[src/sv/ats_pkg.sv]
`timescale 1ns / 1ps
`default_nettype none

package ats_pkg;

    localparam int NUM_HAPS_DEF = 1024;
    localparam int QUEUE_DEPTH  = 4;

    localparam int HAP_W     = 10;
    localparam int HAP_EXT_W = 17;
    localparam int POS_W     = 32;
    localparam int ANC_W     = 8;
    localparam int CHROM_W   = 8;
    localparam int ENTRY_W   = ANC_W + POS_W;

    localparam logic [ANC_W-1:0] MISSING_ANC = 8'd255;

    typedef enum logic [1:0] {
        K_FIRST    = 2'd0,
        K_NEWCHROM = 2'd1,
        K_NORMAL   = 2'd2,
        K_CLOSE    = 2'd3
    } kind_t;

    typedef struct packed {
        kind_t              kind;
        logic [HAP_W-1:0]   hap;
        logic [ANC_W-1:0]   anc;
        logic [CHROM_W-1:0] chrom;
        logic [POS_W-1:0]   end_pos;
    } cmd_t;

endpackage

`default_nettype wire

[src/sv/ats_queue.sv]
`timescale 1ns / 1ps
`default_nettype none

module ats_queue #(
    parameter int DEPTH = ats_pkg::QUEUE_DEPTH
) (
    input  wire logic          clk,
    input  wire logic          rst_n,
    input  wire logic          push,
    input  ats_pkg::cmd_t      push_cmd,
    output logic               not_full,
    input  wire logic          pop,
    output logic               not_empty,
    output ats_pkg::cmd_t      head_cmd
);
    import ats_pkg::*;

    localparam int PTR_W = (DEPTH > 1) ? $clog2(DEPTH) : 1;
    localparam int CNT_W = $clog2(DEPTH + 1);

    cmd_t             slot_reg [DEPTH];
    logic [PTR_W-1:0] wr_ptr_reg, wr_ptr_next;
    logic [PTR_W-1:0] rd_ptr_reg, rd_ptr_next;
    logic [CNT_W-1:0] count_reg,  count_next;

    assign not_full  = count_reg != CNT_W'(DEPTH);
    assign not_empty = count_reg != '0;
    assign head_cmd  = slot_reg[rd_ptr_reg];

    always_comb
    begin
        wr_ptr_next = wr_ptr_reg;
        rd_ptr_next = rd_ptr_reg;
        count_next  = count_reg;
        if (push)
        begin
            wr_ptr_next = (wr_ptr_reg == PTR_W'(DEPTH - 1)) ? '0 : wr_ptr_reg + PTR_W'(1);
        end
        if (pop)
        begin
            rd_ptr_next = (rd_ptr_reg == PTR_W'(DEPTH - 1)) ? '0 : rd_ptr_reg + PTR_W'(1);
        end
        if (push && !pop)
        begin
            count_next = count_reg + CNT_W'(1);
        end
        else if (pop && !push)
        begin
            count_next = count_reg - CNT_W'(1);
        end
    end

    always_ff @(posedge clk)
    begin
        if (push)
        begin
            slot_reg[wr_ptr_reg] <= push_cmd;
        end
    end

    always_ff @(posedge clk or negedge rst_n)
    begin
        if (!rst_n)
        begin
            wr_ptr_reg <= '0;
            rd_ptr_reg <= '0;
            count_reg  <= '0;
        end
        else
        begin
            wr_ptr_reg <= wr_ptr_next;
            rd_ptr_reg <= rd_ptr_next;
            count_reg  <= count_next;
        end
    end

    a_no_underflow: assert property (@(posedge clk) disable iff (!rst_n)
        pop |-> not_empty)
        else $error("queue popped while empty");

    a_count_bound: assert property (@(posedge clk) disable iff (!rst_n)
        count_reg <= CNT_W'(DEPTH))
        else $error("queue count beyond depth");

    a_push_room: assert property (@(posedge clk) disable iff (!rst_n)
        (push && !pop) |-> not_full)
        else $error("queue pushed while full");

endmodule

`default_nettype wire

[config.mk]
export PLATFORM = sky130hd
export DESIGN_NAME = ats_queue
export DESIGN_NICKNAME = d
export VERILOG_FILES = /design/src/sv/ats_pkg.sv /design/src/sv/ats_queue.sv
export SDC_FILE = /design/constraint.sdc
export NUM_CORES = 1
export LEC_CHECK = 0
export ABC_AREA = 1
export BUFFER_PORTS_ARGS = -buffer_cell sky130_fd_sc_hd__buf_2
export CAP_MARGIN = 20
export CORE_ASPECT_RATIO = 2
export CORE_MARGIN = 4
export CORE_UTILIZATION = 30
export CTS_BUF_LIST = sky130_fd_sc_hd__clkbuf_2
export DETAILED_ROUTE_END_ITERATION = 12
export HOLD_SLACK_MARGIN = 0.15
export PLACE_DENSITY = 0.58
export SKIP_LAST_GASP = 1
export SLEW_MARGIN = 10
export SYNTH_ARGS = -nofsm -noshare
export SYNTH_HDL_FRONTEND = slang
export SYNTH_SLANG_ARGS = --single-unit
[constraint.sdc]
create_clock -name clk -period 2 [get_ports clk]
set_input_delay 0.2 -clock clk [delete_from_list [all_inputs] [get_ports clk]]
set_output_delay 0.2 -clock clk [all_outputs]
set_load 0.005 [all_outputs]
# Word-level counts from Yosys, hierarchy flattened

Memories as Yosys holds them, arrays and structs flattened.
Index checks and enable logic that the tools add are counted.

Flip-flop bits (word level): 7
Output and inout bits: 62
Memories: 1
RAM bits: 240
Bits of input ports: 64
Logic and storage cells: 23

Memory list:

| name     | words | bits a word | rd ports | clocked after Yosys merged registers in | write ports | RTL line        | source |
|---|---|---|---|---|---|---|---|
| slot_reg | 4     | 60          | 1        | 0                                       | 1           | ats_queue.sv:21 | `cmd_t slot_reg [DEPTH];` |

Reduce and logical (&&, ||, !) cells: 6
Mux-type cells: 6
Add/sub/neg operators: 4
Equality and inequality tests: 3

Operators with widths:

| operator              | count |
|---|---|
| $mux W3               | 2 |
| $add A2 B1 Y2 const B | 2 |
| $eq A2 B2 Y1 const B  | 2 |
| $mux W2               | 2 |
| $add A3 B1 Y3 const B | 1 |
| $ne A3 B3 Y1 const B  | 1 |
| $reduce_bool A3 Y1    | 1 |
| $sub A3 B1 Y3 const B | 1 |
| $logic_and A1 B1 Y1   | 2 |
| $logic_not A1 Y1      | 2 |
| $mux W1               | 2 |
| $reduce_bool A2 Y1    | 1 |

# Logic depth before layout (Yosys ltp)

Gate-level depths: netlist (run 1).

Word-level depth: 4
Gate-level depth with buffers: 9
Mapped depth without buffers: 9

# Least setup slack after synthesis (run 1)

No wires, ideal clock.

Path kind: register to register
From: register wr_ptr_reg[0]
To: memory slot_reg[0][0] (netlist name), enable pin
Path buffers: 0
Stages on the path, launching flop included: 5
Library setup time: 0.414 ns
Data arrival time: 1.828 ns
Setup slack: -0.242 ns
Required time: 1.586 ns
Period minus slack after synthesis: 2.242 ns
Cells stage by stage: dfrtp_1 inv_1 ha_1 nand2_1 inv_1

RTL lines:

| what                     | RTL line        | source |
|---|---|---|
| start: declaration       | ats_queue.sv:22 | `logic [PTR_W-1:0] wr_ptr_reg, wr_ptr_next;` |
| start signal: assignment | ats_queue.sv:71 | `wr_ptr_reg <= wr_ptr_next;` |
| end: declaration         | ats_queue.sv:21 |  |

No word-level cell before the write port.

==> qor.yml, run 1 <==
netlist_area_sq_um: 10500
drt-total-wl_um: 26100
gp_congestion: 0.718
endpoint_kind: "output pin"
seq_area_frac_synth_pct: 70.6
clk_latency_ps: 850
powerDensity_nw_per_um2: 1240
timing.final.crit_share_pct: 117
synth-edff-count: 240
finalSetupViolations: 60
place_ws_ps: 378
routedWlPerCell_um: 16.8
vias: 6829
r2r_setup_slack_ps: 320
clock_sinks: 247
min_to: "count_reg[0]"
htreeDepth: 2
p_leak_nw: 5.91
drv_cap: 0
ir_drop_uv: 586
core_sq_um: 34400
rsz0062_at_grt: "yes"
status: "finished, violations left"
drc: 0
worst_slew_pin_slew_ps: 432
detail-route-antenna-nets: 0
layout.nets: 1144
maxSlewHeadroom_pct: 71.1
yosys.cell_types.count: 18
cts.clk_slew.worst_paths_ps: 130
dp_hpwl_um: 14100
grt_pass1_vias: 7268
fin_area_sq_um: 14200
synth_fp_nets: 824
violations: "setup timing"
worstPathCellList: "buf_12 -> inv_16 -> clkbuf_16 -> o211ai_2 -> nand2_1 -> buf_2"
ys_top_cells_by_count: "edfxtp_1, nand2_1, inv_1, o211ai_2, o211ai_1"
netlist_instances: 753
hold_viol: 0
pin_count: 126
floorplan.initialDensity_pct: 30.5
maxSlewViolCount: 0
tritoncts: "built"
hold_depth: 4
cp_max_fo: 18
skew_ps: 47.7
synthArstFlopShare_pct: 2.83
cts_buffer_depth: 3
layout_setup_ws_ps: -343
overflow: 0
crit_path_start_kind: "flop"
avgSynthCellArea_sq_um: 13.9
drtIter0Drc: 228
cts_buffers: 53
grt_max_degree: 52
syn2layout_area_growth_pct: 35.7
viasPerCell: 4.38
period_needed_ps: 2340
die_h_um: 272
synth_top_area_share_pct: 68.9
slowest_delay_ps: 440
drtPass1Iterations: 4
synth.most_common_cell: "edfxtp_1"
slowest_stage: "dfrtp_2"
worstReg2RegStart: "wr_ptr_reg[0]"
fmax_mhz: 427
yosysWarnings: 0
synthFlopType: "edfxtp_1"
grt_pass1_wl_um: 39100
fin_hold_ws_ps: 346
die_w_um: 140
crit_type: "reg2out"
antenna_found_initial: 5
portBuffers: 125
yosysTopAreaCell: "edfxtp_1"
worstReg2RegEnd: "slot_reg[0][34]"
ys_ff_latch: 247
crit_required_ps: 1800
rows: 96
cp_data_arrival_time_ps: 2140
place_area_sq_um: 11700
largest_reg_flops: 240
cts_root_buf: "clkbuf_2"
hold_start: "push"
grt.total_usage_pct: 13.2
synthTopCellsByArea: "edfxtp_1, o211ai_2, nand2_1"
r2r_cells: 5
drive_above_1_share_pct: 33.0
min_path_type: "in2reg"
die_area_sq_um: 38100
-- critical path: cells and delay by family, from the launching register on --
| family | cells | cell delay (ps) |
|---|---|---|
| AOI/OAI and AO/OA | 1 | 80 |
| DFF | 1 | 440 |
| buffers and inverters | 4 | 660 |
| and+or+nand+nor | 1 | 130 |
-- cell type report --
class | count | area (sq um)
fillers | 3291 | 20200
flip-flops and latches | 247 | 7390
repair buffers | 300 | 2880
multi-input cells | 332 | 2270
well taps | 441 | 552
inverters | 135 | 551
clock buffers | 76 | 380
clock inverters | 20 | 109
repair inverters | 4 | 58.8
diodes | 3 | 7.51
-- what timing repair did --
action | CTS | global route
gates cloned | 12 | 10
hold endpoints to repair | 404 | 0
setup buffers | 7 | 6
setup endpoints to repair | 60 | 60
gates resized for setup | 24 | 29
pin swaps | 2 | 12
hold buffers | 126 | 0
-- kinds of logic after synthesis --
group | count (synthesis) | synth area share [%]
compound gates | 125 | 13.2
xor+xnor | 1 | 0.0837
fa+ha+maj | 7 | 0.909
buf+inv | 174 | 8.09
flops | 247 | 70.6
simple gates | 199 | 7.20
-- report_power, final --
group          switching, mW  leakage (nW)  internal, mW
sequential             0.280          2.29          6.63
combinational           4.13          3.25          3.42
clock                   1.95         0.376          1.16
-- metrics by stage --
stage | instances | setup TNS (ps) | util, % | total power [mW]
after floorplan | 753 | 0 | - | 10.7
after global placement | 1301 | 0 | 34.0 | 12.8
after detailed placement | 1301 | 0 | 34.0 | 12.9
after CTS | 1542 | -27170 | 40.5 | 17.5
after global routing | 1556 | -26200 | 41.3 | 18.8
final | 1558 | -16000 | 41.3 | 17.6
-- worst max path at each step --
stage / start / end / slack (ps) / cells past startpoint
2_1_floorplan: wr_ptr_reg[0] / slot_reg[0][0] / 30 / 4
3_3_place_gp: wr_ptr_reg[0] / slot_reg[3][4] / 410 / 4
3_5_place_dp: wr_ptr_reg[0] / slot_reg[3][4] / 380 / 4
4_1_cts: rd_ptr_reg[0] / head_cmd[48] / -490 / 7
5_1_grt: rd_ptr_reg[0] / head_cmd[27] / -500 / 7
6_report: rd_ptr_reg[0] / head_cmd[56] / -340 / 6
-- routing by layer --
layer,vias up,global-route usage (%),part of all wire [%]
met2,149,25.1,56
li1,3296,-,-
met3,61,2.58,3.9
met1,3319,13.7,37
met4,4,6.41,3.8
met5,-,0,0.080
-- layout by cell type (no fill, tap or decap), drive strengths merged, types with 3 or more instances in the layout --
cell type      n
clkinv        20
buf          167
dfrtp          7
inv          134
clkbuf        83
clkinvlp       4
ha             6
edfxtp       240
o211ai       120
dlygate4sd3  126
diode          3
nand3          3
o21ai          5
nand2        194
(Power assumes the default switching activity.)
==> run 2, diff against run 1 <==
Settings changed: PLACE_DENSITY 0.58 to 0.57.
Clock period 2 ns to 2.2 ns, I/O delays scaled along.
==> run 2 against run 1 <==
Non-clock buffer count fell by 12. The run still ends with setup timing left. Critical path type unchanged. Total power fell by 9.3%. Sequential cell count did not move. Clock-buffer cell count fell by 7. Sequential power fell by 8.8%. Global-route usage rose by 0.37 points.
==> qor.yml, run 2 (synthesis results as in run 1) <==
n_fill_cell: 3299  # +0.24%
min_path_type: "in2async"
die_h_um: 272  # unchanged
drv_cap: 0  # unchanged
largest_reg_flops: 240  # unchanged
drive_above_1_share_pct: 31.0  # -2.0 points
cts_buffers: 56  # +5.7%
fin_tns_setup_ps: -6950  # +9050 ps
cts.clk_slew.worst_paths_ps: 130  # about the same
wl_met2_um: 14400  # -0.53%
portBuffers: 125  # unchanged
cp_max_fo: 21  # +3
cts_root_buf: "clkbuf_2"
crit_path_start_kind: "flop"
p_leak_nw: 5.80  # -2.0%
timing.final.crit_share_pct: 109
drtIter0Drc: 258  # +13%
maxSlewViolCount: 0  # unchanged
vias: 6797  # -0.47%
post-route-util_pct: 40.7  # -0.60 points
endpoint_kind: "output pin"
crit_required_ps: 1980  # +180 ps
seq_area_sq_um: 7390  # unchanged
floorplan.initialDensity_pct: 30.5  # unchanged
maxSlewHeadroom_pct: 71.2  # +0.072 points
grt_pass1_wl_um: 40200  # +2.8%
die_area_sq_um: 38100  # unchanged
hold_viol: 0  # unchanged
viasPerCell: 4.38  # about the same
antenna_found_initial: 1  # -4
final_cell_mix: "edfxtp_1, nand2_1, inv_1"
multi_input_area_sq_um: 2250  # -0.77%
top_layer: "met4"
core_sq_um: 34400  # unchanged
worstReg2RegEnd: "slot_reg[0][15]"
violations: "setup timing"
worstPathCellList: "inv_16 -> buf_12 -> buf_16 -> o211ai_1 -> nand2_1 -> buf_2"
status: "finished, violations left"
htreeDepth: 2  # unchanged
worstReg2RegStart: "wr_ptr_reg[0]"
overflow: 0  # unchanged
skew_ps: 51.0  # +3.32 ps
ir_drop_uv: 492  # -16%
drc: 0  # unchanged
routedWlPerCell_um: 16.6  # -1.3%
tritoncts: "built"
drtPass1Iterations: 4  # unchanged
cts_buffer_depth: 3  # unchanged
drt-total-wl_um: 25700  # -1.8%
place_ws_ps: 422  # +44.4 ps
pin_count: 126  # unchanged
r2r_cells: 5  # unchanged
clk_latency_ps: 880  # +30 ps
rows: 96  # unchanged
period_needed_ps: 2390
finalSetupViolations: 60  # unchanged
met1_length_um: 9310  # -2.8%
die_w_um: 140  # unchanged
grt.total_usage_pct: 13.6  # +0.37 points
cp_data_arrival_time_ps: 2170  # +30 ps
mostFrequentLayoutCell: "edfxtp_1"
grt_max_degree: 41  # -21%
fmax_mhz: 418
clock_sinks: 247  # unchanged
worst_slew_pin_slew_ps: 431  # -0.559 ps
detail-route-antenna-nets: 0  # unchanged
slowest_stage: "dfrtp_2"
syn2layout_area_growth_pct: 33.7
layout.nets: 1134  # -0.87%
layout_setup_ws_ps: -190  # +152 ps
gp_congestion: 0.704  # -2.0%
r2r_setup_slack_ps: 440  # +120 ps
crit_type: "reg2out"
dp_hpwl_um: 14200  # +1.1%
powerDensity_nw_per_um2: 1140  # -8.0%
met3_length_um: 977  # -4.4%
grt_pass1_vias: 7385  # +1.6%
slowest_delay_ps: 500  # +60 ps
rsz0062_at_grt: "yes"
[run 2: changes by cell type in the layout (fill, tap and decap cells not counted), sizes merged, moves of 2 or more]
cell / before / now
clkbuf: 83 / 69
clkinv: 20 / 28
diode: 3 / 1
bufinv: 1 / 5
buf: 167 / 161
[run 2: repair_timing]
action	4_1_cts	5_1_grt
cloned	9	0
endpoints found under the setup margin	60	60
resized for setup	23	1
setup buffers	11	0
hold endpoints to repair	398	0
hold buffers	127	0
[run 2: through the flow]
step           cell area, sq um  hold WS [ps]  instances  power [mW]
3_3_place_gp              11700          74.2       1299        11.6
3_5_place_dp              11700          73.4       1299        11.7
6_report                  14000           326       1551        15.9
4_1_cts                   14000           216       1550        16.3
2_1_floorplan             10500         -75.6        753        9.74
5_1_grt                   14000           249       1551        17.0
[run 2: where the power goes]
group / leakage, nW / switching [mW] / internal, mW
logic: 3.09 / 3.62 / 2.69
clock network: 0.414 / 1.83 / 1.50
registers: 2.29 / 0.271 / 6.03
[run 2: metal layers]
| layer | track usage, % | vias up |
|---|---|---|
| li1 | - | 3284 |
| met1 | 13.7 | 3292 |
| met2 | 26.3 | 160 |
| met3 | 2.49 | 61 |
| met4 | 6.61 | 0 |
| met5 | 0 | - |
[run 2: cell type report]
type / instances / area share [%]
clock inverters: 35 / 1.99
repair inverters: 3 / 0.259
repair buffers: 288 / 18.5
flip-flops and latches: 247 / 52.8
inverters: 135 / 3.92
diodes: 1 / 0.0179
multi-input cells: 332 / 16.1
well taps: 441 / 3.95
clock buffers: 69 / 2.47
[run 2: how the worst max path moves through the flow]
stage / from / end / slack [ps] / depth (start not counted)
3_3_place_gp: rd_ptr_reg[1] / head_cmd[9] / 410 / 5
4_1_cts: rd_ptr_reg[0] / head_cmd[38] / -310 / 6
6_report: rd_ptr_reg[0] / head_cmd[14] / -190 / 6
2_1_floorplan: wr_ptr_reg[0] / slot_reg[3][0] / 40 / 3
5_1_grt: rd_ptr_reg[0] / head_cmd[38] / -370 / 6
3_5_place_dp: rd_ptr_reg[0] / head_cmd[54] / 420 / 6
[run 2: critical path, delay by kind of cell (launching register included)]
family,cells,cell delay [ps]
buffers and inverters,4,540
flip-flops,1,500
AO/OA/AOI/OAI,1,170
AND/OR/NAND/NOR,1,110
