[src/sv/ats_pkg.sv]
`timescale 1ns / 1ps
`default_nettype none

package ats_pkg;

    localparam int NUM_HAPS_DEF = 1024;
    localparam int QUEUE_DEPTH  = 4;

    localparam int HAP_W     = 10;
    localparam int HAP_EXT_W = 17;
    localparam int POS_W     = 32;
    localparam int ANC_W     = 8;
    localparam int CHROM_W   = 8;
    localparam int ENTRY_W   = ANC_W + POS_W;

    localparam logic [ANC_W-1:0] MISSING_ANC = 8'd255;

    typedef enum logic [1:0] {
        K_FIRST    = 2'd0,
        K_NEWCHROM = 2'd1,
        K_NORMAL   = 2'd2,
        K_CLOSE    = 2'd3
    } kind_t;

    typedef struct packed {
        kind_t              kind;
        logic [HAP_W-1:0]   hap;
        logic [ANC_W-1:0]   anc;
        logic [CHROM_W-1:0] chrom;
        logic [POS_W-1:0]   end_pos;
    } cmd_t;

endpackage

`default_nettype wire

[src/sv/ats_front.sv]
`timescale 1ns / 1ps
`default_nettype none

module ats_front #(
    parameter int NUM_HAPS = ats_pkg::NUM_HAPS_DEF
) (
    input  wire logic                        clk,
    input  wire logic                        rst_n,
    input  wire logic                        in_valid,
    output logic                             in_ready,
    input  wire logic                        action,
    input  wire logic [ats_pkg::HAP_W-1:0]   hap_index,
    input  wire logic                        site_start,
    input  wire logic [ats_pkg::CHROM_W-1:0] chrom_id,
    input  wire logic [ats_pkg::POS_W-1:0]   position,
    input  wire logic [ats_pkg::ANC_W-1:0]   ancestry,
    input  wire logic                        q_ready,
    output logic                             q_push,
    output ats_pkg::cmd_t                    q_cmd
);
    import ats_pkg::*;

    logic [POS_W-1:0]   now_reg,   now_next;
    logic [POS_W-1:0]   mid_reg,   mid_next;
    logic [CHROM_W-1:0] chrom_now_reg,   chrom_now_next;
    logic [CHROM_W-1:0] chrom_closing_reg, chrom_closing_next;
    logic               first_site_reg,  first_site_next;
    kind_t              site_kind_reg,   site_kind_next;

    logic             accept;
    logic             in_range;
    logic             site_upd;
    logic [POS_W-1:0] mid_calc;

    assign in_ready = q_ready;
    assign accept   = in_valid && q_ready;
    assign in_range = {{(HAP_EXT_W-HAP_W){1'b0}}, hap_index} < HAP_EXT_W'(NUM_HAPS);
    assign site_upd = accept && !action && (site_start || first_site_reg);
    assign mid_calc = now_reg + ((position - now_reg) >> 1);

    always_comb
    begin
        now_next           = now_reg;
        mid_next           = mid_reg;
        chrom_now_next     = chrom_now_reg;
        chrom_closing_next = chrom_closing_reg;
        first_site_next    = first_site_reg;
        site_kind_next     = site_kind_reg;
        if (site_upd)
        begin
            now_next = position;
            mid_next = mid_calc;
            if (first_site_reg)
            begin
                first_site_next = 1'b0;
                site_kind_next  = K_FIRST;
                chrom_now_next  = chrom_id;
            end
            else if (chrom_id != chrom_now_reg)
            begin
                site_kind_next     = K_NEWCHROM;
                chrom_closing_next = chrom_now_reg;
                chrom_now_next     = chrom_id;
            end
            else
            begin
                site_kind_next = K_NORMAL;
            end
        end
    end

    // build the request from the site state as it stands after this item
    always_comb
    begin
        q_cmd.hap = hap_index;
        q_cmd.anc = ancestry;
        if (action)
        begin
            q_cmd.kind    = K_CLOSE;
            q_cmd.chrom   = chrom_now_reg;
            q_cmd.end_pos = now_reg;
        end
        else
        begin
            q_cmd.kind = site_kind_next;
            unique case (site_kind_next)
                K_NEWCHROM:
                begin
                    q_cmd.chrom   = chrom_closing_next;
                    q_cmd.end_pos = now_next - POS_W'(1);
                end
                K_NORMAL:
                begin
                    q_cmd.chrom   = chrom_now_next;
                    q_cmd.end_pos = mid_next;
                end
                default:
                begin
                    // first site: end + 1 gives the opening position
                    q_cmd.chrom   = chrom_now_next;
                    q_cmd.end_pos = now_next - POS_W'(1);
                end
            endcase
        end
    end

    assign q_push = accept && in_range;

    always_ff @(posedge clk or negedge rst_n)
    begin
        if (!rst_n)
        begin
            now_reg           <= '0;
            mid_reg           <= '0;
            chrom_now_reg     <= '0;
            chrom_closing_reg <= '0;
            first_site_reg    <= 1'b1;
            site_kind_reg     <= K_NORMAL;
        end
        else
        begin
            now_reg           <= now_next;
            mid_reg           <= mid_next;
            chrom_now_reg     <= chrom_now_next;
            chrom_closing_reg <= chrom_closing_next;
            first_site_reg    <= first_site_next;
            site_kind_reg     <= site_kind_next;
        end
    end

    a_first_clears: assert property (@(posedge clk) disable iff (!rst_n)
        $fell(first_site_reg) |-> $past(accept && !action))
        else $error("first-site flag cleared without an accepted call");

    a_first_kind: assert property (@(posedge clk) disable iff (!rst_n)
        (site_upd && first_site_reg) |=> (site_kind_reg == K_FIRST))
        else $error("first site not marked as first");

    a_push_ready: assert property (@(posedge clk) disable iff (!rst_n)
        q_push |-> q_ready)
        else $error("request pushed into a full queue");

endmodule

`default_nettype wire

[config.mk]
export PLATFORM = sky130hd
export DESIGN_NAME = ats_front
export DESIGN_NICKNAME = d
export VERILOG_FILES = /design/src/sv/ats_pkg.sv /design/src/sv/ats_front.sv
export SDC_FILE = /design/constraint.sdc
export NUM_CORES = 1
export LEC_CHECK = 0
export ABC_AREA = 1
export ABC_CLOCK_PERIOD_IN_PS = 6700
export BUFFER_PORTS_ARGS = -buffer_cell sky130_fd_sc_hd__buf_2
export CORE_MARGIN = 5
export CORE_UTILIZATION = 30
export CTS_BUF_LIST = sky130_fd_sc_hd__clkbuf_4
export DETAILED_ROUTE_END_ITERATION = 8
export PLACE_DENSITY = 0.56
export REMOVE_ABC_BUFFERS = 1
export SETUP_SLACK_MARGIN = 0.3
export SLEW_MARGIN = 30
export SYNTH_ARGS = -nofsm -noshare
export SYNTH_HDL_FRONTEND = slang
export SYNTH_SLANG_ARGS = --single-unit
[constraint.sdc]
create_clock -name clk -period 6.7 [get_ports clk]
set_clock_uncertainty 0.05 [all_clocks]
set_input_delay 1.675 -clock clk [delete_from_list [all_inputs] [get_ports clk]]
set_output_delay 1.675 -clock clk [all_outputs]
set_load 0.01 [all_outputs]
* Word-level counts from Yosys, hierarchy flattened
Cells that the tools add are included.
** Word-level totals
- Logic and storage cells :: 31
- Output and inout bits :: 62
- Register bits after elaboration :: 83
** Operators by class
- Add/sub/neg operators :: 3
- Reduce and logical (&&, ||, !) cells :: 5
- Eq/ne operators :: 3
- Muxes and demuxes :: 14
** Operator list (number)
- one-hot mux 40 bit (2 select lines) :: 1
- two-way mux 32 bit :: 2
- two-way mux 8 bit :: 6
- two-way mux 40 bit :: 1
- adder 32 x 31 -> 32 bit :: 1
- subtractor 32 x 1 -> 32 bit (second input constant) :: 1
- subtractor 32 bit :: 1
- two-way mux 2 bit :: 4
- inequality test 8 bit :: 1
- logical AND 1 bit :: 3
- == test 2 x 1 -> 1 bit (second input constant) :: 1
- == test 2 bit (second input constant) :: 1
- zero test 1 bit :: 1
- logical OR 1 bit :: 1

* Longest topological paths before layout
Gate-level depths: netlist (run 1).
- Word-level depth :: 7
- Mapped depth :: 28
- Depth with buffers taken out :: 28

* Least setup slack after synthesis (run 1)
No wires, ideal clock.
- Path type :: input-to-output
- Start point :: input position[3] (netlist name)
- End point :: output q_cmd[23] (netlist name)
- Stages on the path :: 25
- Arrival :: 4.606 ns
- Slack :: 0.369 ns
- Buffers on the path :: 0
- Data required time :: 4.975 ns
- Path through :: ha_1 > a21oi_1 > o21ai_0 > a21boi_0 > inv_1 > a21oi_1 > inv_1 > nand2_1 > nand2_1 > nand2_1 > nand2_1 > xor2_1 > ha_1 > nand2_1 > nor2_1 > nand2_1 > nor2_1 > nand2_1 > nand3_1 > nand2_1 > nand3_1 > nand3_1 > nand2_1 > inv_1 > a21oi_1
** RTL lines
- from (decl) :: RTL line ats_front.sv:15 : input wire logic [ats_pkg::POS_W-1:0] position,
- to (decl) :: RTL line ats_front.sv:19 : output ats_pkg::cmd_t q_cmd

* Final worst setup path (run 1)
- Start point :: input position[1] (netlist name)
- End point :: register mid_reg[16]
** Between the ends
- Word-level cells in the longest chain between the ends :: 3
** RTL lines
- subtractor 32 bit :: RTL line ats_front.sv:39 : assign mid_calc = now_reg + ((position - now_reg) >> 1);
- adder 32 x 31 -> 32 bit :: RTL line ats_front.sv:39
- two-way mux 32 bit :: RTL line ats_front.sv:49 : if (site_upd)
- via mid_next[16] :: RTL line ats_front.sv:24 : logic [POS_W-1:0] mid_reg, mid_next;
- to (signal assigned) :: RTL line ats_front.sv:123 : mid_reg <= mid_next;
- to (decl) :: RTL line ats_front.sv:24
The timed path passes the listed nets, and every way through them passes these cells.
A chain may end at the register's enable or synchronous reset.

==> run summary, run 1 <==
status: finished clean
Hold Vio Cnt, Final: 0
DRT antenna net count: 0
clock share of power: 0.052
I/O pin count: 126
Worst Slack Setup Final: 0.0695 ns
Worst Path Arrival: 7.01 ns
CP max stage cell: ha_4
RSZ-0062 raised after global routing: yes
CTS clk-pin slew, worst paths: 0.16 ns
GRT Util Overall: 0.205
vias: 11400
Critical Path Source Type: primary input
Cell Area, Placed: 0.0118 mm2
drt wl/cell: 16.2 um
hold crit path type: reg -> reg
pin count of the biggest net entering global routing: 49
first-pass GRT wire length: 59.4 mm
sw frac: 0.507
Detailed Route WL: 38.7 mm
Die Ht: 191 um
final period utilization: 0.990
Synth Cell Area: 0.00986 mm2
H-tree levels: 3
hold slack final: 0.457 ns
Sequential Power Share: 0.119
grt total ovfl: 0
commonest cells in the synthesized netlist: 516 x nand2_1, 268 x inv_1, 147 x nor2_1, 139 x nand3_1, 81 x dfrtp_1
layout cells sized above 1: 0.415
pre-CTS setup slack: -0.513 ns
routability cong.: 0.954
worst skew pair latency: 0.52 ns
Layout Utilization: 0.461
Post-CTS Hold Buffers: 0
final setup fails: 0
Synth area leader: dfrtp_1
area grow syn2layout: 51.9%
pwr dens: 438 mW/mm2
internal power: 3.23 mW
Unique masters post-synth: 50
CTS tree: built
Async SR Flop Fraction: 1.00
core footprint: 0.0325 mm2
Area contributors post-synth: dfrtp_1 21%, nand2_1 20%, inv_1 10%
crit path capture type: flip-flop
WP data required: 7.08 ns
Post-synth EDFFs: 0
count of input and output buffers: 89
# DRC: 0
most common cell type on the critical path: buf_4
cell with the most instances after synthesis: nand2_1
total CTS buffers: 9
dpl hpwl: 29.8 mm
cells after synthesis: 1637
Max Freq: 0.151 GHz
Clock Sinks: 83
DR iter-0 viols: 634
Syn Area/Cell: 6.02 um2
worst vdd ir: 0.169 mV
Crit Path Max Fanout: 3
Synth top area share: 0.206
synth warn: 0
Pwr Total: 6.56 mW
Comb power frac: 0.829
Post-synth top flop: dfrtp_1
Design Area, Final: 0.0150 mm2
# nets final: 2064
WS Path Type: in -> reg
Leak Pwr: 7.29 nW
CP peak stage delay: 0.31 ns
Seq/Total Area, Yosys: 0.211
die footprint: 0.0366 mm2
Max-Cap Viols: 0
Clock Path Buffers: 2
FF+latch count, synth: 83
Chip Width: 191 um
vias in the first global route: 11400
switching power: 3.33 mW
initial antenna violation count: 2
Final Max Tran Viols: 0
initial core utilization: 0.304
DRT Pass-1 Iters: 7
final period demand of the worst path: 6.63 ns
R2R Setup Slk: 0.62 ns
CTS Root Cell: clkbuf_4
Tightest Pin Transition: 0.902 ns
Cell Rows: 66
Via-to-Cell Ratio: 4.78
Slew HR: 0.398
[path summary, 6_finish.rpt]
check	cells past startpoint	start	end
max in group asynchronous	2	rst_n	mid_reg[14]
min in group asynchronous	1	rst_n	now_reg[0]
worst max register to register	43	now_reg[1]	mid_reg[16]
worst min register to register	2	mid_reg[6]	mid_reg[6]
worst max-delay path	43	position[1]	mid_reg[16]
worst min-delay path	2	mid_reg[6]	mid_reg[6]
[routing by layer]
| metal | wire [um] | vias to the layer above | global-route usage |
|---|---|---|---|
| li1 | - | 5719 | - |
| met1 | 17100 | 5361 | 0.265 |
| met2 | 18800 | 244 | 0.355 |
| met3 | 1310 | 66 | 0.0203 |
| met4 | 1420 | 0 | 0.0749 |
| met5 | 0 | - | 0 |
[power groups by stage]
stage	logic (mW)	clock network [mW]	registers, mW
after floorplan	2.28	0	0.733
after global placement	3.80	0	0.766
after detailed placement	3.83	0	0.769
after CTS	4.63	0.348	0.765
after global routing	5.91	0.366	0.794
final	5.44	0.341	0.777
[cells by family (layout without fill, tap and decap cells)]
kind of cell | Yosys count | count (layout) | synth area share
AND/OR/NAND/NOR | 941 | 941 | 0.422
adder cells (fa/ha/maj) | 66 | 66 | 0.0853
AO/OA/AOI/OAI | 180 | 180 | 0.104
other | 0 | 1 | 0
XOR/XNOR | 43 | 43 | 0.0382
flip-flops | 83 | 83 | 0.211
multiplexers | 1 | 1 | 0.00102
buffers and inverters | 323 | 625 | 0.138
[critical path, delay by kind of cell]
kind	cells	cell delay, ns
buffers and inverters	29	3.52
adders and majority gates	2	0.61
and+or+nand+nor	7	0.58
AOI/OAI and AO/OA	4	0.45
xor gates and xnor gates	1	0.14
[area by class of cell]
| class | count | area [um2] |
|---|---|---|
| Sequential cell | 83 | 2080 |
| Fill cell | 3232 | 17500 |
| Clock inverter | 7 | 83.8 |
| Clock buffer | 9 | 67.6 |
| Inverter | 270 | 1020 |
| Antenna cell | 1 | 2.50 |
| Tap cell | 442 | 553 |
| Timing Repair Buffer | 339 | 2570 |
| Multi-Input combinational cell | 1231 | 8600 |
[per-stage QoR]
stage	TNS, ns	cells
3_3_place_gp	-6.30	2285
4_1_cts	0	2361
2_1_floorplan	-9.40	1584
5_1_grt	-0.497	2382
6_report	0	2382
3_5_place_dp	-7.45	2285
[cell usage in the layout, fill, tap and decap left out, types with 44 or more instances in the layout]
master / count
nand2_2: 112
nand3_2: 44
nor2_1: 102
dfrtp_1: 81
buf_2: 73
nand2_1: 414
inv_1: 230
ha_4: 46
nand3_1: 95
buf_4: 218
[what timing repair did]
item                       in CTS  in global routing
buffers inserted               60                 20
cloned                          0                  0
pin swaps                     134                153
gates resized for setup       272                275
setup endpoints to repair      27                 30
Note: power is estimated with default switching activity, not from simulation.
==> run 2, diff against run 1 <==
Settings changed: CELL_PAD_IN_SITES_DETAIL_PLACEMENT from default to 1, CELL_PAD_IN_SITES_GLOBAL_PLACEMENT from default to 1, CORE_MARGIN 5 to default, PLACE_DENSITY 0.56 to 0.72.
==> run 2 against run 1 <==
- the run now ends with design-rule violations, negative setup slack left
- design area rose by 2.4%
- worst setup slack got worse by 0.24 ns
- sequential power rose by 0.9%
- worst hold slack got worse by 0.0033 ns
- critical endpoint is now q_cmd[24]
- largest power group unchanged
==> run summary, run 2 (synthesis results as in run 1) <==
status: complete, but fails checks
violated checks: design-rule violations, negative setup slack
# DRC: 2 (+2)
Placed Cells: 2316 (+1.4%)
crit path capture type: output port
Die Ht: 183 um (-4.2%)
initial antenna violation count: 2 (unchanged)
initial core utilization: 0.304 (unchanged)
worst vdd ir: 0.138 mV (-18%)
DRT antenna net count: 0 (unchanged)
Clock Path Buffers: 2 (unchanged)
Crit Path Max Fanout: 4 (+1)
grt total ovfl: 0 (unchanged)
CTS tree: built
dpl hpwl: 33.9 mm (+14%)
Final Max Tran Viols: 0 (unchanged)
CTS Root Cell: clkbuf_4
most common cell after layout, fill and taps aside: nand2_1
internal power: 3.41 mW (+5.6%)
Fillers: 4076 (+26%)
Slew HR: 0.577 (+0.179)
hold slack final: 0.454 ns (-0.00330 ns)
Worst Slack Setup Final: -0.170 ns (-0.240 ns)
Design Area, Final: 0.0153 mm2 (+2.4%)
Chip Width: 183 um (-4.2%)
Cell Area, Placed: 0.0120 mm2 (+1.9%)
first-pass GRT wire length: 71.7 mm (+21%)
# nets final: 2078 (+0.68%)
Fin Setup TNS: -1.40 ns (-1.40 ns)
hold crit path type: reg -> reg
WS Path Type: in -> out
vias in the first global route: 13100 (+15%)
clock share of power: 0.045 (-0.007)
sw frac: 0.529 (+0.0214)
Comb power frac: 0.847 (+0.018)
DR iter-0 viols: 621 (-2.1%)
switching power: 3.83 mW (+15%)
area grow syn2layout: 55.6%
pin count of the biggest net entering global routing: 44 (-10%)
worst skew pair latency: 0.52 ns (about the same)
GRT Util Overall: 0.277 (+0.0722)
total CTS buffers: 9 (unchanged)
DRT Pass-1 Iters: 8 (+1)
Hold Vio Cnt, Final: 0 (unchanged)
Critical Path Source Type: primary input
die footprint: 0.0336 mm2 (-8.2%)
final period demand of the worst path: 6.87 ns (+0.240 ns)
Tightest Pin Transition: 0.632 ns (-0.270 ns)
WP data required: 4.97 ns (-2.11 ns)
Max-Cap Viols: 0 (unchanged)
final setup fails: 13 (+13)
vias: 12500 (+10%)
Max Freq: 0.146 GHz (-3.5%)
Post-CTS Hold Buffers: 0 (unchanged)
most frequent cells in the layout: 404 x nand2_1, 236 x buf_4, 232 x inv_1
Detailed Route WL: 50.5 mm (+31%)
H-tree levels: 3 (unchanged)
core footprint: 0.0325 mm2 (unchanged)
routability cong.: 0.939 (-1.6%)
Clock Sinks: 83 (unchanged)
I/O pin count: 126 (unchanged)
fin cells: 2397 (+0.63%)
most common cell type on the critical path: nand2_1
CP max stage cell: a31oi_2
Sequential Power Share: 0.108 (-0.011)
drt wl/cell: 21.1 um (+30%)
Via-to-Cell Ratio: 5.23 (+9.4%)
CTS clk-pin slew, worst paths: 0.15 ns (about the same)
pwr dens: 472 mW/mm2 (+7.8%)
Worst Path Arrival: 5.15 ns (-1.86 ns)
Cell Rows: 66 (unchanged)
Layout Utilization: 0.473 (+0.0113)
layout cells sized above 1: 0.433 (+0.0180)
count of input and output buffers: 89 (unchanged)
RSZ-0062 raised after global routing: yes
Leak Pwr: 7.40 nW (+1.6%)
final period utilization: 1.03 (+0.0358)
CP peak stage delay: 0.31 ns (about the same)
## run 2: cell types whose count changed in the layout (fill, tap and decap cells not counted), sizes merged
cell / before / now
buf: 339 / 353
clkbuf: 9 / 10
clkinv: 3 / 4
clkinvlp: 1 / 0
diode: 1 / 2
inv: 272 / 271
## run 2: power by group through the flow
stage / combinational, mW / clock (mW) / sequential, mW
finish: 6.13 / 0.327 / 0.784
global placement: 3.92 / 0 / 0.763
floorplan: 2.28 / 0 / 0.733
detailed placement: 4.03 / 0 / 0.770
global route: 6.49 / 0.349 / 0.799
CTS: 5.08 / 0.331 / 0.773
## run 2: worst paths after layout
path	startpoint	endpoint	slack, ns	cells after the start
worst max-delay path	position[11]	q_cmd[24]	-0.17	25
worst min-delay path	mid_reg[6]	mid_reg[6]	0.45	2
worst max register to register	now_reg[1]	mid_reg[25]	2.68	23
worst min register to register	mid_reg[6]	mid_reg[6]	0.45	2
max in group asynchronous	rst_n	mid_reg[8]	4.47	2
min in group asynchronous	rst_n	mid_reg[22]	1.10	1
## run 2: area by class of cell
class	count	area (um2)	area share
Multi-Input combinational cell	1231	8900	0.580
Antenna cell	2	5.00	0.000326
Inverter	270	1020	0.0667
Clock buffer	10	75.1	0.00490
Clock inverter	6	62.6	0.00408
Sequential cell	83	2080	0.136
Timing Repair Buffer	353	2640	0.172
Tap cell	442	553	0.0361
## run 2: layer usage
metal / global-route usage / vias up / wire (um)
li1: - / 5762 / -
met1: 0.328 / 6256 / 20200
met2: 0.506 / 380 / 25900
met3: 0.0310 / 146 / 2020
met4: 0.113 / 0 / 2420
met5: 0 / - / 0
## run 2: what timing repair did
action,CTS,global route
endpoints found under the setup margin,28,28
pin swaps,156,159
resized for setup,379,218
setup buffers,39,24
## run 2: critical path, delay by kind of cell
kind                     cells  cell delay, ns
XOR/XNOR                     1            0.25
AO/OA/AOI/OAI                3            0.62
adder cells (fa/ha/maj)      2            0.52
buffers and inverters        7            0.85
AND/OR/NAND/NOR             12            1.23
## run 2: stage by stage
| step | power [mW] | setup slack (ns) |
|---|---|---|
| global placement | 4.68 | -0.857 |
| global route | 7.64 | -0.258 |
| finish | 7.24 | -0.170 |
| floorplan | 3.01 | -0.370 |
| detailed placement | 4.80 | -0.864 |
| CTS | 6.19 | 0.0439 |
==> run 3, diff against run 2 <==
Settings changed: HOLD_SLACK_MARGIN from default to 0.12, PLACE_DENSITY 0.72 to default, PLACE_DENSITY_LB_ADDON from default to 0.1.
==> run 3 against run 2 <==
- the run ends with negative setup slack left
- power shrank 4.4%
- die area is the same
- sequential cell count is the same
- final cell count grew 0.38%
- clock power shrank 5%
- register-to-register slack lost 2.1 ns
- largest cell class unchanged
- largest power group unchanged
==> run summary, run 3 (synthesis results as in run 1) <==
most frequent cells in the layout: 401 x nand2_1, 240 x buf_4, 235 x inv_1
violated checks: negative setup slack
dpl hpwl: 34.3 mm (+1.1%)
die footprint: 0.0336 mm2 (unchanged)
Die Ht: 183 um (unchanged)
initial antenna violation count: 3 (+1)
CP peak stage delay: 0.41 ns (+0.10 ns)
crit path capture type: output port
H-tree levels: 3 (unchanged)
Fillers: 4146 (+1.7%)
Crit Path Max Fanout: 3 (-1)
routability cong.: 0.937 (-0.16%)
count of input and output buffers: 89 (unchanged)
DRT antenna net count: 0 (unchanged)
grt total ovfl: 0 (unchanged)
WS Path Type: in -> out
WP data required: 4.97 ns (about the same)
final period utilization: 1.00 (-0.0223)
core footprint: 0.0325 mm2 (unchanged)
vias in the first global route: 12300 (-6.1%)
first-pass GRT wire length: 68.1 mm (-5.1%)
most common cell after layout, fill and taps aside: nand2_1
CP max stage cell: fa_2
vias: 11700 (-6.6%)
CTS clk-pin slew, worst paths: 0.15 ns (about the same)
status: complete, but fails checks
Tightest Pin Transition: 0.723 ns (+0.0906 ns)
Max-Cap Viols: 0 (unchanged)
Cell Area, Placed: 0.0120 mm2 (about the same)
CTS Root Cell: clkbuf_4
worst setup path endpoint: q_cmd[27]
area grow syn2layout: 53.6%
R2R Path End: mid_reg[18]
Final Max Tran Viols: 0 (unchanged)
Critical R2R Launch: now_reg[1]
initial core utilization: 0.304 (unchanged)
Layout Utilization: 0.466 (-0.00621)
Cell Rows: 66 (unchanged)
Hold Vio Cnt, Final: 0 (unchanged)
drt wl/cell: 18.8 um (-11%)
CTS tree: built
RSZ-0062 raised after global routing: yes
DR iter-0 viols: 471 (-24%)
hold crit path type: reg -> reg
final period demand of the worst path: 6.72 ns (-0.149 ns)
Detailed Route WL: 45.1 mm (-11%)
Post-CTS Hold Buffers: 0 (unchanged)
GRT Util Overall: 0.266 (-0.0115)
final setup fails: 1 (-12)
Clock Sinks: 83 (unchanged)
Worst Slack Setup Final: -0.0211 ns (+0.149 ns)
Design Area, Final: 0.0151 mm2 (-1.3%)
pin count of the biggest net entering global routing: 50 (+14%)
# nets final: 2087 (+0.43%)
Placed Cells: 2313 (-0.13%)
pwr dens: 457 mW/mm2 (-3.1%)
Worst Path Arrival: 5.00 ns (-0.15 ns)
Critical Path Source Type: primary input
crit path launch: position[1]
worst vdd ir: 0.136 mV (-1.8%)
Chip Width: 183 um (unchanged)
Clock Path Buffers: 2 (unchanged)
DRT Pass-1 Iters: 5 (-3)
I/O pin count: 126 (unchanged)
Leak Pwr: 7.38 nW (-0.30%)
Via-to-Cell Ratio: 4.87 (-7.0%)
# DRC: 0 (-2)
total CTS buffers: 9 (unchanged)
Slew HR: 0.518 (-0.0588)
fin cells: 2406 (+0.38%)
layout cells sized above 1: 0.427 (-0.00606)
pre-CTS setup slack: -0.679 ns (+0.185 ns)
worst skew pair latency: 0.53 ns (about the same)
R2R Setup Slk: 0.56 ns (-2.12 ns)
most common cell type on the critical path: nand2_2
Max Freq: 0.149 GHz (+2.2%)
depth of the most critical reg-to-reg path: 44 (+91%)
run 3: stage by stage:
step | hold WS, ns | power, mW | setup TNS, ns
after global placement | 0.409 | 4.76 | -9.72
after CTS | 0.464 | 6.18 | 0
after detailed placement | 0.431 | 4.84 | -11.66
after floorplan | 0.395 | 3.01 | -9.40
final | 0.465 | 6.92 | -0.0211
after global routing | 0.494 | 7.42 | -2.30
run 3: report_power, final:
part | internal [mW] | switching, mW | total [mW] | leakage (nW)
sequential | 0.667 | 0.116 | 0.783 | 0.954
clock | 0.0858 | 0.227 | 0.312 | 0.0635
combinational | 2.55 | 3.27 | 5.83 | 6.36
total | 3.31 | 3.61 | 6.92 | 7.38
run 3: per-layer routing:
layer	vias to the layer above	track usage	share of wire
li1	5765	-	-
met1	5704	0.349	0.46
met2	181	0.456	0.49
met3	61	0.0316	0.025
met4	0	0.0747	0.025
met5	-	0	0
run 3: worst min path at each step:
stage | to | cells past startpoint | from | slack, ns
after floorplan | mid_reg[0] | 2 | mid_reg[0] | 0.39
after global placement | mid_reg[0] | 2 | mid_reg[0] | 0.41
after detailed placement | mid_reg[0] | 2 | mid_reg[0] | 0.43
after CTS | mid_reg[18] | 1 | mid_reg[18] | 0.46
after global routing | mid_reg[16] | 1 | mid_reg[16] | 0.49
final | chrom_closing_reg[5] | 2 | chrom_closing_reg[5] | 0.47
run 3: timing repair:
action / CTS / global route
gates cloned: 0 / 0
buffers inserted: 63 / 12
resized for setup: 351 / 206
pin swaps: 123 / 142
endpoints found under the setup margin: 27 / 30
run 3: area by class of cell:
cell class	count	area, um2	share of cell area
clock buffers	11	82.6	0.00546
flip-flops and latches	83	2080	0.137
well taps	442	553	0.0365
clock inverters	5	37.5	0.00248
inverters	270	1030	0.0678
repair buffers	362	2690	0.178
diodes	2	5.00	0.000331
multi-input cells	1231	8660	0.572
run 3: critical path, delay by kind of cell:
family | cells | cell delay (ns)
AO/OA/AOI/OAI | 4 | 0.47
XOR/XNOR | 1 | 0.20
adder cells (fa/ha/maj) | 2 | 0.66
buffers and inverters | 11 | 1.02
AND/OR/NAND/NOR | 13 | 0.96
